[config.mk]
export PLATFORM = sky130hd
export DESIGN_NAME = linear_interp_resampler_flat
export DESIGN_NICKNAME = d
export VERILOG_FILES = /design/src/rtl/core/lir_pkg.sv /design/src/rtl/core/lir_in_if.sv /design/src/rtl/core/lir_out_if.sv /design/src/rtl/core/linear_interp_resampler.sv /design/src/rtl/core/lir_div.sv /design/src/rtl/core/lir_dp.sv /design/src/rtl/core/lir_ctrl.sv /design/src/flat_wrapper.sv
export SDC_FILE = /design/constraint.sdc
export NUM_CORES = 2
export LEC_CHECK = 0
export BUFFER_PORTS_ARGS = -buffer_cell sky130_fd_sc_hd__buf_2
export CAP_MARGIN = 25
export CORE_MARGIN = 2
export CORE_UTILIZATION = 60
export DETAILED_ROUTE_END_ITERATION = 10
export PLACE_DENSITY = 0.88
export REMOVE_ABC_BUFFERS = 1
export SLEW_MARGIN = 10
export SYNTH_ARGS = -nofsm -noshare
export SYNTH_HDL_FRONTEND = slang
export SYNTH_SLANG_ARGS = --single-unit
[constraint.sdc]
create_clock -name clk -period 12.72 [get_ports clk]
set_input_delay 0.636 -clock clk [delete_from_list [all_inputs] [get_ports clk]]
set_output_delay 0.636 -clock clk [all_outputs]
set_load 0.02 [all_outputs]
[src/rtl/core/lir_pkg.sv]
// Shared types and constants for the linear interpolation resampler.
// Used by every module and interface of the block but lir_chk; depends on nothing.
`default_nettype none
package lir_pkg;

	localparam int MAX_CHANNELS_DEF = 4;
	localparam int MAX_UPSAMPLE_DEF = 8;
	localparam int SAMPLE_BITS_DEF  = 16;

	localparam int RATE_W     = 19;
	localparam int CH_CFG_W   = 3;
	localparam int CFG_IDX_W  = 2;
	localparam int RESULT_CAP = 64;
	localparam int CNT_W      = 32;
	localparam int DIV_W      = 64;
	localparam int DVS_W      = RATE_W + 1;
	localparam int PROD_W     = CNT_W + RATE_W;

	localparam logic [RATE_W-1:0]   SOURCE_RESET   = RATE_W'(48000);
	localparam logic [RATE_W-1:0]   TARGET_RESET   = RATE_W'(16000);
	localparam logic [CH_CFG_W-1:0] CHANNELS_RESET = CH_CFG_W'(1);

	typedef enum logic [CFG_IDX_W-1:0] {
		CFG_SOURCE   = 2'd0,
		CFG_TARGET   = 2'd1,
		CFG_CHANNELS = 2'd2
	} cfg_idx_t;

	typedef enum logic [4:0] {
		OP_NONE,
		OP_ACCEPT,
		OP_DIV_FIX,
		OP_FIX_LOAD,
		OP_MUL_LIM,
		OP_DIV_LIM,
		OP_LIM_LOAD,
		OP_DROP_HELD,
		OP_MUL_A,
		OP_MUL_B,
		OP_DIV_BLEND,
		OP_BLEND_LOAD,
		OP_DIV_ADV,
		OP_ADV_LOAD,
		OP_HOLD,
		OP_PUT,
		OP_FLUSH
	} dp_op_t;

	typedef enum logic [3:0] {
		S_IDLE,
		S_FIX,
		S_FIX_W,
		S_LIM,
		S_LIM_D,
		S_LIM_W,
		S_HELD,
		S_HELD_PUT,
		S_LOOP,
		S_MUL_A,
		S_MUL_B,
		S_BLEND_D,
		S_BLEND_W,
		S_ADV,
		S_ADV_W,
		S_DECIDE
	} ctrl_state_t;

	typedef struct packed {
		dp_op_t op;
		logic   src_held;
	} dp_cmd_t;

	typedef struct packed {
		logic frame_close;
		logic end_q;
		logic r_ge_t;
		logic held_v;
		logic od_lt_lim;
		logic left_lt;
		logic room;
		logic last_ch;
		logic div_done;
		logic put_ok;
		logic out_free;
	} dp_stat_t;

endpackage
`default_nettype wire

[src/rtl/core/lir_in_if.sv]
// Input channel of the resampler: one PCM sample word with its clip end flag.
// Depends on lir_pkg for the default sample width.
`default_nettype none
interface lir_in_if import lir_pkg::*; #(
	parameter int SAMPLE_BITS = SAMPLE_BITS_DEF
);
	logic                          valid;
	logic                          ready;
	logic signed [SAMPLE_BITS-1:0] sample_in;
	logic                          clip_end;

	modport source(output valid, sample_in, clip_end, input ready);
	modport sink(input valid, sample_in, clip_end, output ready);
endinterface
`default_nettype wire

[src/rtl/core/lir_out_if.sv]
// Output channel of the resampler: one interpolated sample word with its tags.
// Depends on lir_pkg for the default sample width.
`default_nettype none
interface lir_out_if import lir_pkg::*; #(
	parameter int SAMPLE_BITS = SAMPLE_BITS_DEF
);
	logic                          valid;
	logic                          ready;
	logic signed [SAMPLE_BITS-1:0] sample_out;
	logic [1:0]                    lane;
	logic                          burst_last;
	logic                          clip_done;

	modport source(output valid, sample_out, lane, burst_last, clip_done, input ready);
	modport sink(input valid, sample_out, lane, burst_last, clip_done, output ready);
endinterface
`default_nettype wire

[src/rtl/core/linear_interp_resampler.sv]
// Linear interpolation sample rate converter, top level.
// Input channel in_ch takes one interleaved PCM word per handshake, with
// clip_end on the final word of a clip. Output channel out_ch gives one
// interpolated word per handshake, tagged with its lane, burst_last on the
// final word caused by an input word, and clip_done on the clip's last word.
// Rates and channel count are written through cfg_we/cfg_idx/cfg_data while
// the block is idle; the user must keep to this, as the block leaves it
// unchecked. A word that does not complete a frame leaves the block ready
// for the next. A completed frame holds off input while the shared serial
// divider, one quotient bit per cycle over 64 bits, runs a phase reduction
// when the phase must be reduced, the count limit, then per output frame a
// blend per channel and an advance, with a put per word.
// Reset clears the frames, counters and phase and loads 48000 Hz to
// 16000 Hz mono. A stalled receiver holds the output register; one more
// word waits in a staging register and the sequencer pauses behind it.
`default_nettype none
module linear_interp_resampler import lir_pkg::*; #(
	parameter int MAX_CHANNELS = MAX_CHANNELS_DEF,
	parameter int MAX_UPSAMPLE = MAX_UPSAMPLE_DEF,
	parameter int SAMPLE_BITS  = SAMPLE_BITS_DEF
) (
	input  wire logic                 clk,
	input  wire logic                 arst_n,
	lir_in_if.sink                    in_ch,
	lir_out_if.source                 out_ch,
	input  wire logic                 cfg_we,
	input  wire logic [CFG_IDX_W-1:0] cfg_idx,
	input  wire logic [RATE_W-1:0]    cfg_data
);
	dp_cmd_t  cmd;
	dp_stat_t stat;
	logic     ready;

	assign in_ch.ready = ready;

	lir_ctrl u_ctrl (
		.clk      (clk),
		.arst_n   (arst_n),
		.in_valid (in_ch.valid),
		.in_ready (ready),
		.stat     (stat),
		.cmd      (cmd)
	);

	lir_dp #(
		.MAX_CHANNELS (MAX_CHANNELS),
		.MAX_UPSAMPLE (MAX_UPSAMPLE),
		.SAMPLE_BITS  (SAMPLE_BITS)
	) u_dp (
		.clk        (clk),
		.arst_n     (arst_n),
		.cfg_we     (cfg_we),
		.cfg_idx    (cfg_idx),
		.cfg_data   (cfg_data),
		.in_sample  (in_ch.sample_in),
		.in_end     (in_ch.clip_end),
		.out_ready  (out_ch.ready),
		.out_valid  (out_ch.valid),
		.out_sample (out_ch.sample_out),
		.out_lane   (out_ch.lane),
		.out_last   (out_ch.burst_last),
		.out_done   (out_ch.clip_done),
		.cmd        (cmd),
		.stat       (stat)
	);
endmodule
`default_nettype wire

[src/rtl/core/lir_div.sv]
// Restoring divider, one quotient bit per cycle, shared by all divisions.
// Depends on lir_pkg for the operand widths.
`default_nettype none
module lir_div import lir_pkg::*; (
	input  wire logic             clk,
	input  wire logic             arst_n,
	input  wire logic             start,
	input  wire logic [DIV_W-1:0] dividend,
	input  wire logic [DVS_W-1:0] divisor,
	output logic                  done,
	output logic [DIV_W-1:0]      quot,
	output logic [DVS_W-1:0]      rem
);
	localparam int IT_W = $clog2(DIV_W);

	logic             busy_q;
	logic             done_q;
	logic [IT_W-1:0]  it_q;
	logic [DIV_W-1:0] quo_q;
	logic [DVS_W-1:0] rem_q;
	logic [DVS_W-1:0] dvs_q;
	logic [DVS_W:0]   trial;
	logic             ge;

	assign trial = {rem_q, quo_q[DIV_W-1]};
	assign ge    = trial >= {1'b0, dvs_q};

	always_ff @(posedge clk or negedge arst_n) begin
		if (!arst_n) begin
			busy_q <= 1'b0;
			done_q <= 1'b0;
			it_q   <= '0;
		end else begin
			done_q <= !start && busy_q && (it_q == IT_W'(DIV_W - 1));
			if (start) begin
				busy_q <= 1'b1;
				it_q   <= '0;
			end else if (busy_q) begin
				it_q <= it_q + IT_W'(1);
				if (it_q == IT_W'(DIV_W - 1))
					busy_q <= 1'b0;
			end
		end
	end

	always_ff @(posedge clk) begin
		if (start) begin
			quo_q <= dividend;
			rem_q <= '0;
			dvs_q <= divisor;
		end else if (busy_q) begin
			quo_q <= {quo_q[DIV_W-2:0], ge};
			rem_q <= ge ? DVS_W'(trial - {1'b0, dvs_q}) : DVS_W'(trial);
		end
	end

	assign done = done_q;
	assign quot = quo_q;
	assign rem  = rem_q;
endmodule
`default_nettype wire

[src/rtl/core/lir_dp.sv]
// Datapath: configuration, frame store, phase and count registers, blend
// arithmetic, result staging and output register. Uses lir_pkg and lir_div.
`default_nettype none
module lir_dp import lir_pkg::*; #(
	parameter int MAX_CHANNELS = MAX_CHANNELS_DEF,
	parameter int MAX_UPSAMPLE = MAX_UPSAMPLE_DEF,
	parameter int SAMPLE_BITS  = SAMPLE_BITS_DEF
) (
	input  wire logic                          clk,
	input  wire logic                          arst_n,
	input  wire logic                          cfg_we,
	input  wire logic [CFG_IDX_W-1:0]          cfg_idx,
	input  wire logic [RATE_W-1:0]             cfg_data,
	input  wire logic signed [SAMPLE_BITS-1:0] in_sample,
	input  wire logic                          in_end,
	input  wire logic                          out_ready,
	output logic                               out_valid,
	output logic signed [SAMPLE_BITS-1:0]      out_sample,
	output logic [1:0]                         out_lane,
	output logic                               out_last,
	output logic                               out_done,
	input  wire dp_cmd_t                       cmd,
	output dp_stat_t                           stat
);
	localparam int LW = (MAX_CHANNELS > 1) ? $clog2(MAX_CHANNELS) : 1;
	localparam int NW = SAMPLE_BITS + RATE_W + 2;
	localparam int UPW = $clog2(MAX_UPSAMPLE + 1);
	localparam int T8W = RATE_W + UPW;

	typedef logic signed [SAMPLE_BITS-1:0] smp_t;

	logic [RATE_W-1:0]   src_q, tgt_q;
	logic [CH_CFG_W-1:0] chn_q;
	logic [RATE_W-1:0]   s_eff, t_eff, tgt1;
	logic [T8W-1:0]      t8;
	logic [3:0]          chans;

	smp_t prev_q [MAX_CHANNELS];
	smp_t cur_q  [MAX_CHANNELS];
	smp_t held_q [MAX_CHANNELS];
	smp_t vals_q [MAX_CHANNELS];

	logic [LW-1:0]     lane_q, ch_q, lane;
	logic [3:0]        lane_nx;
	logic [CNT_W-1:0]  frames_q, od_q, left_q;
	logic [RATE_W-1:0] r_q;
	logic [DIV_W-1:0]  lim_q;
	logic [PROD_W-1:0] prod_q;
	logic              held_v_q, end_q, neg_q;
	logic [6:0]        n_q;
	logic signed [NW-1:0] p1_s1, p2_s1, num;
	logic [NW-1:0]     mag;

	logic              stage_v_q, stage_done_q;
	smp_t              stage_smp_q;
	logic [LW-1:0]     stage_ch_q;
	logic              out_v_q;

	logic              div_start, div_done;
	logic [DIV_W-1:0]  div_a, quot;
	logic [DVS_W-1:0]  div_b, rem;
	logic              last_ch, done_flag, out_free, push;
	smp_t              a_sel, b_sel, put_val, blend_val;

	// Effective rates and channel count after saturation.
	always_comb begin
		s_eff = (src_q == '0) ? RATE_W'(1) : src_q;
		tgt1  = (tgt_q == '0) ? RATE_W'(1) : tgt_q;
		t8    = T8W'(s_eff) * T8W'(MAX_UPSAMPLE);
		t_eff = (T8W'(tgt1) > t8) ? RATE_W'(t8) : tgt1;
		if (chn_q == '0)
			chans = 4'd1;
		else if (4'(chn_q) > 4'(MAX_CHANNELS))
			chans = 4'(MAX_CHANNELS);
		else
			chans = 4'(chn_q);
	end

	assign lane    = (4'(lane_q) >= chans) ? '0 : lane_q;
	assign lane_nx = 4'(lane) + 4'd1;
	assign last_ch = (4'(ch_q) + 4'd1) == chans;
	assign out_free = !out_v_q || out_ready;
	assign done_flag = end_q && ((DIV_W'(od_q) + DIV_W'(1)) == lim_q);

	// The left neighbour falls back to the last frame once the clip has run out.
	assign a_sel = ((left_q + CNT_W'(1)) < frames_q) ? prev_q[ch_q] : cur_q[ch_q];
	assign b_sel = cur_q[ch_q];
	assign num   = p1_s1 + p2_s1;
	assign mag   = num[NW-1] ? NW'(-num) : NW'(num);
	assign blend_val = neg_q ? SAMPLE_BITS'(-quot) : SAMPLE_BITS'(quot);
	assign put_val   = cmd.src_held ? held_q[ch_q] : vals_q[ch_q];

	always_comb begin
		div_start = 1'b1;
		div_a     = '0;
		div_b     = DVS_W'(t_eff);
		case (cmd.op)
			OP_DIV_FIX: div_a = DIV_W'(r_q);
			OP_DIV_LIM: begin
				div_a = DIV_W'({prod_q, 1'b0}) + DIV_W'(s_eff);
				div_b = {s_eff, 1'b0};
			end
			OP_DIV_BLEND: begin
				div_a = DIV_W'({mag, 1'b0}) + DIV_W'(t_eff);
				div_b = {t_eff, 1'b0};
			end
			OP_DIV_ADV: div_a = DIV_W'(r_q) + DIV_W'(s_eff);
			default: div_start = 1'b0;
		endcase
	end

	lir_div u_div (
		.clk      (clk),
		.arst_n   (arst_n),
		.start    (div_start),
		.dividend (div_a),
		.divisor  (div_b),
		.done     (div_done),
		.quot     (quot),
		.rem      (rem)
	);

	assign push = (cmd.op == OP_PUT || cmd.op == OP_FLUSH) && stage_v_q;

	always_ff @(posedge clk or negedge arst_n) begin
		if (!arst_n) begin
			src_q     <= SOURCE_RESET;
			tgt_q     <= TARGET_RESET;
			chn_q     <= CHANNELS_RESET;
			for (int i = 0; i < MAX_CHANNELS; i++) begin
				prev_q[i] <= '0;
				cur_q[i]  <= '0;
				held_q[i] <= '0;
			end
			lane_q    <= '0;
			ch_q      <= '0;
			frames_q  <= '0;
			od_q      <= '0;
			left_q    <= '0;
			r_q       <= '0;
			held_v_q  <= 1'b0;
			end_q     <= 1'b0;
			n_q       <= '0;
			stage_v_q <= 1'b0;
			out_v_q   <= 1'b0;
		end else begin
			if (cfg_we) begin
				unique case (cfg_idx)
					CFG_SOURCE:   src_q <= cfg_data;
					CFG_TARGET:   tgt_q <= cfg_data;
					CFG_CHANNELS: chn_q <= CH_CFG_W'(cfg_data);
					default: ;
				endcase
			end
			if (push)
				out_v_q <= 1'b1;
			else if (out_ready)
				out_v_q <= 1'b0;
			case (cmd.op)
				OP_ACCEPT: begin
					for (int i = 0; i < MAX_CHANNELS; i++) begin
						if (lane == '0)
							prev_q[i] <= cur_q[i];
						if (LW'(i) == lane)
							cur_q[i] <= in_sample;
						else if (lane == '0)
							cur_q[i] <= '0;
					end
					end_q <= in_end;
					n_q   <= '0;
					ch_q  <= '0;
					if (lane_nx >= chans || in_end) begin
						lane_q   <= '0;
						frames_q <= frames_q + CNT_W'(1);
					end else begin
						lane_q <= LW'(lane_nx);
					end
				end
				OP_FIX_LOAD: r_q <= RATE_W'(rem);
				OP_DROP_HELD: held_v_q <= 1'b0;
				OP_BLEND_LOAD: ch_q <= last_ch ? '0 : ch_q + LW'(1);
				OP_ADV_LOAD: begin
					left_q <= left_q + CNT_W'(quot);
					r_q    <= RATE_W'(rem);
				end
				OP_HOLD: begin
					for (int i = 0; i < MAX_CHANNELS; i++)
						held_q[i] <= vals_q[i];
					held_v_q <= 1'b1;
				end
				OP_PUT: begin
					stage_v_q <= 1'b1;
					n_q       <= n_q + 7'd1;
					if (last_ch) begin
						ch_q <= '0;
						od_q <= od_q + CNT_W'(1);
						if (cmd.src_held)
							held_v_q <= 1'b0;
					end else begin
						ch_q <= ch_q + LW'(1);
					end
				end
				OP_FLUSH: begin
					stage_v_q <= 1'b0;
					if (end_q) begin
						for (int i = 0; i < MAX_CHANNELS; i++) begin
							prev_q[i] <= '0;
							cur_q[i]  <= '0;
							held_q[i] <= '0;
						end
						held_v_q <= 1'b0;
						frames_q <= '0;
						od_q     <= '0;
						left_q   <= '0;
						r_q      <= '0;
					end
				end
				default: ;
			endcase
		end
	end

	always_ff @(posedge clk) begin
		case (cmd.op)
			OP_MUL_LIM: prod_q <= PROD_W'(frames_q) * PROD_W'(t_eff);
			OP_LIM_LOAD: lim_q <= quot;
			OP_MUL_A: p1_s1 <= NW'(a_sel * $signed({1'b0, RATE_W'(t_eff - r_q)}));
			OP_MUL_B: p2_s1 <= NW'(b_sel * $signed({1'b0, r_q}));
			OP_DIV_BLEND: neg_q <= num[NW-1];
			OP_BLEND_LOAD: vals_q[ch_q] <= blend_val;
			OP_PUT: begin
				stage_smp_q  <= put_val;
				stage_ch_q   <= ch_q;
				stage_done_q <= done_flag;
			end
			default: ;
		endcase
		if (push) begin
			out_sample <= stage_smp_q;
			out_lane   <= 2'(stage_ch_q);
			out_done   <= stage_done_q;
			out_last   <= (cmd.op == OP_FLUSH);
		end
	end

	assign out_valid = out_v_q;

	always_comb begin
		stat.frame_close = (lane_nx >= chans) || in_end;
		stat.end_q       = end_q;
		stat.r_ge_t      = r_q >= t_eff;
		stat.held_v      = held_v_q;
		stat.od_lt_lim   = DIV_W'(od_q) < lim_q;
		stat.left_lt     = (left_q + CNT_W'(1)) < frames_q;
		stat.room        = (8'(n_q) + 8'(chans)) <= 8'(RESULT_CAP);
		stat.last_ch     = last_ch;
		stat.div_done    = div_done;
		stat.put_ok      = !stage_v_q || out_free;
		stat.out_free    = out_free;
	end
endmodule
`default_nettype wire

[src/rtl/core/lir_ctrl.sv]
// Controller: sequences one input word through frame update, phase reduction,
// count limit, held output release and the interpolation loop. Depends on lir_pkg.
`default_nettype none
module lir_ctrl import lir_pkg::*; (
	input  wire logic     clk,
	input  wire logic     arst_n,
	input  wire logic     in_valid,
	output logic          in_ready,
	input  wire dp_stat_t stat,
	output dp_cmd_t       cmd
);
	ctrl_state_t state_q, state_nx;
	logic        go;

	always_ff @(posedge clk or negedge arst_n) begin
		if (!arst_n)
			state_q <= S_IDLE;
		else
			state_q <= state_nx;
	end

	// At clip end the loop runs to the final count; else to a hold or the last frame.
	assign go = stat.room && (stat.end_q ? stat.od_lt_lim : (!stat.held_v && stat.left_lt));

	always_comb begin
		state_nx     = state_q;
		cmd.op       = OP_NONE;
		cmd.src_held = 1'b0;
		in_ready     = 1'b0;
		unique case (state_q)
			S_IDLE: begin
				in_ready = 1'b1;
				if (in_valid) begin
					cmd.op = OP_ACCEPT;
					if (stat.frame_close)
						state_nx = S_FIX;
				end
			end
			S_FIX: begin
				if (stat.r_ge_t) begin
					cmd.op   = OP_DIV_FIX;
					state_nx = S_FIX_W;
				end else begin
					state_nx = S_LIM;
				end
			end
			S_FIX_W: if (stat.div_done) begin
				cmd.op   = OP_FIX_LOAD;
				state_nx = S_LIM;
			end
			S_LIM: begin
				cmd.op   = OP_MUL_LIM;
				state_nx = S_LIM_D;
			end
			S_LIM_D: begin
				cmd.op   = OP_DIV_LIM;
				state_nx = S_LIM_W;
			end
			S_LIM_W: if (stat.div_done) begin
				cmd.op   = OP_LIM_LOAD;
				state_nx = S_HELD;
			end
			S_HELD: begin
				if (stat.held_v && stat.od_lt_lim) begin
					state_nx = S_HELD_PUT;
				end else begin
					if (stat.held_v && stat.end_q)
						cmd.op = OP_DROP_HELD;
					state_nx = S_LOOP;
				end
			end
			S_HELD_PUT: if (stat.put_ok) begin
				cmd.op       = OP_PUT;
				cmd.src_held = 1'b1;
				if (stat.last_ch)
					state_nx = S_LOOP;
			end
			S_LOOP: begin
				if (go) begin
					state_nx = S_MUL_A;
				end else if (stat.out_free) begin
					cmd.op   = OP_FLUSH;
					state_nx = S_IDLE;
				end
			end
			S_MUL_A: begin
				cmd.op   = OP_MUL_A;
				state_nx = S_MUL_B;
			end
			S_MUL_B: begin
				cmd.op   = OP_MUL_B;
				state_nx = S_BLEND_D;
			end
			S_BLEND_D: begin
				cmd.op   = OP_DIV_BLEND;
				state_nx = S_BLEND_W;
			end
			S_BLEND_W: if (stat.div_done) begin
				cmd.op   = OP_BLEND_LOAD;
				state_nx = stat.last_ch ? S_ADV : S_MUL_A;
			end
			S_ADV: begin
				cmd.op   = OP_DIV_ADV;
				state_nx = S_ADV_W;
			end
			S_ADV_W: if (stat.div_done) begin
				cmd.op   = OP_ADV_LOAD;
				state_nx = S_DECIDE;
			end
			S_DECIDE: begin
				if (stat.od_lt_lim) begin
					state_nx = S_HELD_PUT;
				end else begin
					cmd.op   = OP_HOLD;
					state_nx = S_LOOP;
				end
			end
			default: state_nx = S_IDLE;
		endcase
		// The released-value path shares the put state; only a held frame reads held data.
		if (state_q == S_HELD_PUT && !stat.held_v)
			cmd.src_held = 1'b0;
	end
endmodule
`default_nettype wire

[src/flat_wrapper.sv]
// flat-port wrapper written by rule: the top's interface ports become plain ports
module linear_interp_resampler_flat import lir_pkg::*;
#(
	parameter int MAX_CHANNELS = MAX_CHANNELS_DEF,
	parameter int MAX_UPSAMPLE = MAX_UPSAMPLE_DEF,
	parameter int SAMPLE_BITS  = SAMPLE_BITS_DEF
)
  (clk, arst_n, cfg_we, cfg_idx, cfg_data, in_ch_valid, in_ch_sample_in, in_ch_clip_end, in_ch_ready, out_ch_valid, out_ch_sample_out, out_ch_lane, out_ch_burst_last, out_ch_clip_done, out_ch_ready);
  lir_in_if #(.SAMPLE_BITS(SAMPLE_BITS)) in_ch_i ();
  lir_out_if #(.SAMPLE_BITS(SAMPLE_BITS)) out_ch_i ();
  input  wire logic clk;
  input  wire logic arst_n;
  input  wire logic cfg_we;
  input  wire logic [CFG_IDX_W-1:0] cfg_idx;
  input  wire logic [RATE_W-1:0] cfg_data;
  input wire logic [$bits(in_ch_i.valid)-1:0] in_ch_valid;
  input wire logic [$bits(in_ch_i.sample_in)-1:0] in_ch_sample_in;
  input wire logic [$bits(in_ch_i.clip_end)-1:0] in_ch_clip_end;
  output wire logic [$bits(in_ch_i.ready)-1:0] in_ch_ready;
  output wire logic [$bits(out_ch_i.valid)-1:0] out_ch_valid;
  output wire logic [$bits(out_ch_i.sample_out)-1:0] out_ch_sample_out;
  output wire logic [$bits(out_ch_i.lane)-1:0] out_ch_lane;
  output wire logic [$bits(out_ch_i.burst_last)-1:0] out_ch_burst_last;
  output wire logic [$bits(out_ch_i.clip_done)-1:0] out_ch_clip_done;
  input wire logic [$bits(out_ch_i.ready)-1:0] out_ch_ready;
  assign in_ch_i.valid = in_ch_valid;
  assign in_ch_i.sample_in = in_ch_sample_in;
  assign in_ch_i.clip_end = in_ch_clip_end;
  assign in_ch_ready = in_ch_i.ready;
  assign out_ch_valid = out_ch_i.valid;
  assign out_ch_sample_out = out_ch_i.sample_out;
  assign out_ch_lane = out_ch_i.lane;
  assign out_ch_burst_last = out_ch_i.burst_last;
  assign out_ch_clip_done = out_ch_i.clip_done;
  assign out_ch_i.ready = out_ch_ready;
  linear_interp_resampler #(.MAX_CHANNELS(MAX_CHANNELS), .MAX_UPSAMPLE(MAX_UPSAMPLE), .SAMPLE_BITS(SAMPLE_BITS)) u_core (.clk(clk), .arst_n(arst_n), .in_ch(in_ch_i), .out_ch(out_ch_i), .cfg_we(cfg_we), .cfg_idx(cfg_idx), .cfg_data(cfg_data));
endmodule
==> qor.yml <==
synth:
  synth.top_cell.area_share: 0.237
  yosys.area.top_type: "fa_1"
  netlist_top_cells_count: "1436 x nand2_1, 1280 x inv_1, 989 x fa_1"
  synth.ff_latch_count: 770
  synth_area_per_cell_um2: 9.30
  yosys_warnings: 0
  async_flop_share: 0.487
  synthFlopType: "edfxtp_1"
  synth_enable_flop_cells: 375
  synth.most_common_cell: "nand2_1"
  seq_area_frac_synth: 0.252
  ys_types: 104
  synth_area_leaders: "fa_1 24%, edfxtp_1 13%, dfrtp_1 11%"
  syn_area_um2: 83400
  netlist_instances: 8971
drt:
  first_iter_violations: 8372
  wire_per_inst_um: 23.7
  drtPass1Iterations: 8
  ant_nets: 0
  drc: 0
  vias: 67829
  routed_via_density: 6.33
  wirelength_mm: 254
sta:
  fin_crit_ns: 12.09
  hold_violations: 0
  rsz0062_at_grt: "false"
  clock.fmax_ghz: 0.0827
  tightest_slew_ns: 1.12
  drv_slew: 0
  setup_viol: 0
  fin_crit_sh: 0.951
  slew_headroom: 0.246
  skew_ns: 0.0547
floorplan:
  start_util: 0.605
  fp.dieW_um: 377
  die_area_um2: 142000
  die_height_um: 377
  num_rows: 136
  pin_count: 65
  core_um2: 138000
global_routing:
  grt_pass1_wl_mm: 397
  grt_max_degree: 144
  gr-total-overflow: 0
  antenna_found_initial: 10
  grt_usage: 0.363
  grt_pass1_vias: 70085
clock_tree:
  cts_buffers: 86
  cts_tree: "built"
  clk_pin_slew_worst_paths_ns: 0.07
  clk_path_buf_depth: 3
  cts.sinks: 770
  h-tree-depth: 3
  clock_latency_ns: 0.73
  cts-root-buf: "clkbuf_16"
worst_setup_path:
  r2r_slack_ns: 0.63
  end_kind: "flip-flop"
  path_common_cell: "a21oi_1"
  path_delay_family: "compound AO/OA/AOI/OAI gates"
  crit_path_max_incr_delay_ns: 0.54
  path_buf_inv: 8
  r2r-start: "u_core.u_dp.src_q[4]"
  required_ns: 13.18
  path_class: "reg -> reg"
  worstPathMaxFanout: 10
  worstPathArrival_ns: 12.55
  cp_slowest_cell: "fa_1"
  start_kind: "flip-flop"
  r2r_cells: 55
  reg2reg_to: "u_core.u_dp.p1_s1[35]"
min_path:
  hold_path_end: "u_core.u_dp.src_q[13]"
  worstHoldPathType: "in -> reg"
  hold-path-cell-count: 3
  hold_path_startpoint: "cfg_data[13]"
finish:
  layout-drive-gt1-share: 0.0659
  nets: 10536
  area_growth_pct: 6.39
  final_area_um2: 88800
status:
  status: "completed"
job:
  drv_cap: 0
place:
  port_buffers: 64
  placed_cell_area_um2: 85700
  post-dp-hpwl_mm: 190
  place_congestion: 1.01
-- worst register-to-register path: cells and delay by family (launching register included) --
family / cells / cell delay [ns]
compound gates: 27 / 5.07
buf+inv: 8 / 0.77
xor+xnor: 2 / 0.20
fa+ha+maj: 9 / 4.15
flops: 1 / 0.50
simple gates: 9 / 1.09
-- worst max-delay path by stage --
stage,from,endpoint,slack [ns],depth (start not counted)
6_report,u_core.u_dp.src_q[4],u_core.u_dp.p1_s1[35],0.63,55
5_1_grt,u_core.u_dp.src_q[10],u_core.u_dp.p1_s1[35],0.03,52
4_1_cts,u_core.u_dp.src_q[10],u_core.u_dp.p1_s1[32],0.72,51
3_5_place_dp,u_core.u_dp.src_q[10],u_core.u_dp.p1_s1[32],0.76,51
3_3_place_gp,u_core.u_dp.src_q[10],u_core.u_dp.p1_s1[34],0.94,51
2_1_floorplan,u_core.u_dp.src_q[12],u_core.u_dp.p1_s1[32],-0.01,44
-- state kept, by name (all words and copies together), names as in the netlist, 3 cells and up --
name	flops
u_core.u_dp.od_q	32
u_core.u_dp.u_div.quot	64
u_core.u_dp.lim_q	64
u_core.u_dp.stage_smp_q	16
u_core.u_dp.u_div.it_q	6
u_core.u_dp.out_sample	16
u_core.u_dp.n_q	7
u_core.u_dp.u_div.rem	20
u_core.u_dp.r_q	19
u_core.u_dp.frames_q	32
u_core.u_ctrl.state_q	4
u_core.u_dp.p2_s1	36
u_core.u_dp.src_q	19
u_core.u_dp.held_q	64
u_core.u_dp.left_q	32
u_core.u_dp.cur_q	64
u_core.u_dp.prev_q	64
u_core.u_dp.vals_q	64
u_core.u_dp.prod_q	51
u_core.u_dp.tgt_q	19
u_core.u_dp.u_div.dvs_q	20
u_core.u_dp.p1_s1	36
u_core.u_dp.chn_q	3
-- cells by family (layout without fill, tap and decap cells) --
family                     after synthesis  in the layout  synth area share
adders and majority gates             1644           1644             0.336
DFF                                    770            770             0.252
AOI/OAI and AO/OA                     1306           1306             0.101
buffers and inverters                 1719           1670            0.0776
xor gates and xnor gates               433            433            0.0455
and+or+nand+nor                       2946           2946             0.160
other                                    0              3                 0
muxes                                  153            153            0.0287
-- area by class of cell --
type / count / area [um2]
Inverter: 1286 / 4830
Tap cell: 1794 / 2240
Antenna cell: 3 / 7.51
Sequential cell: 770 / 21100
Clock inverter: 54 / 597
Timing Repair Buffer: 223 / 1660
Multi-Input combinational cell: 6482 / 56100
Clock buffer: 107 / 2290
Fill cell: 10489 / 49100
-- layer usage --
metal,track usage,vias to the layer above,share of wire
li1,-,29071,-
met1,0.480,33323,0.37
met2,0.541,4461,0.43
met3,0.129,962,0.15
met4,0.158,12,0.051
met5,0,-,0.00027
-- cell usage in the layout (no fill, tap or decap), drive strengths merged, types with 26 or more instances in the layout --
cell and instances:
nand3 203, or4 26, a22oi 31, a21o 150, nor3 76, o211ai 32, or2 34, a211oi 31
clkinv 37, nor2b 48, a31oi 44, clkbuf 107, nand2b 79, xor2 130, and3 75, dfrtp 361
nand4 64, xnor2 303, a21oi 279, inv 1286, ha 655, nand2 1436, or3 29, edfxtp 375
fa 989, mux2 50, mux4 64, o31ai 72, o21ai 396, mux2i 39, nor2 543, o21bai 39
buf 222, nor4 34, and2 252, o21a 37
-- through the flow --
stage               setup slack [ns]   util  std cells  setup TNS [ns]  hold WS, ns
finish                         0.628  0.644      10719               0        0.184
global route                  0.0342  0.644      10718               0        0.179
CTS                            0.722  0.643      10711               0        0.144
detailed placement             0.761  0.622      10549               0        0.405
global placement               0.939  0.621      10543               0        0.400
floorplan                    -0.0125      -       8538         -0.0251        0.340
-- timing repair --
| action | CTS | global route |
|---|---|---|
| endpoints found under the setup margin | 0 | 3 |
| hold buffers | 1 | 0 |
| buffers inserted | 0 | 0 |
| hold endpoints to repair | 81 | 0 |
| gates resized for setup | 0 | 2 |
Power is left out: the tool's default activity adds up to more than one toggle a clock period on the data nets, which glitch-free logic cannot reach.
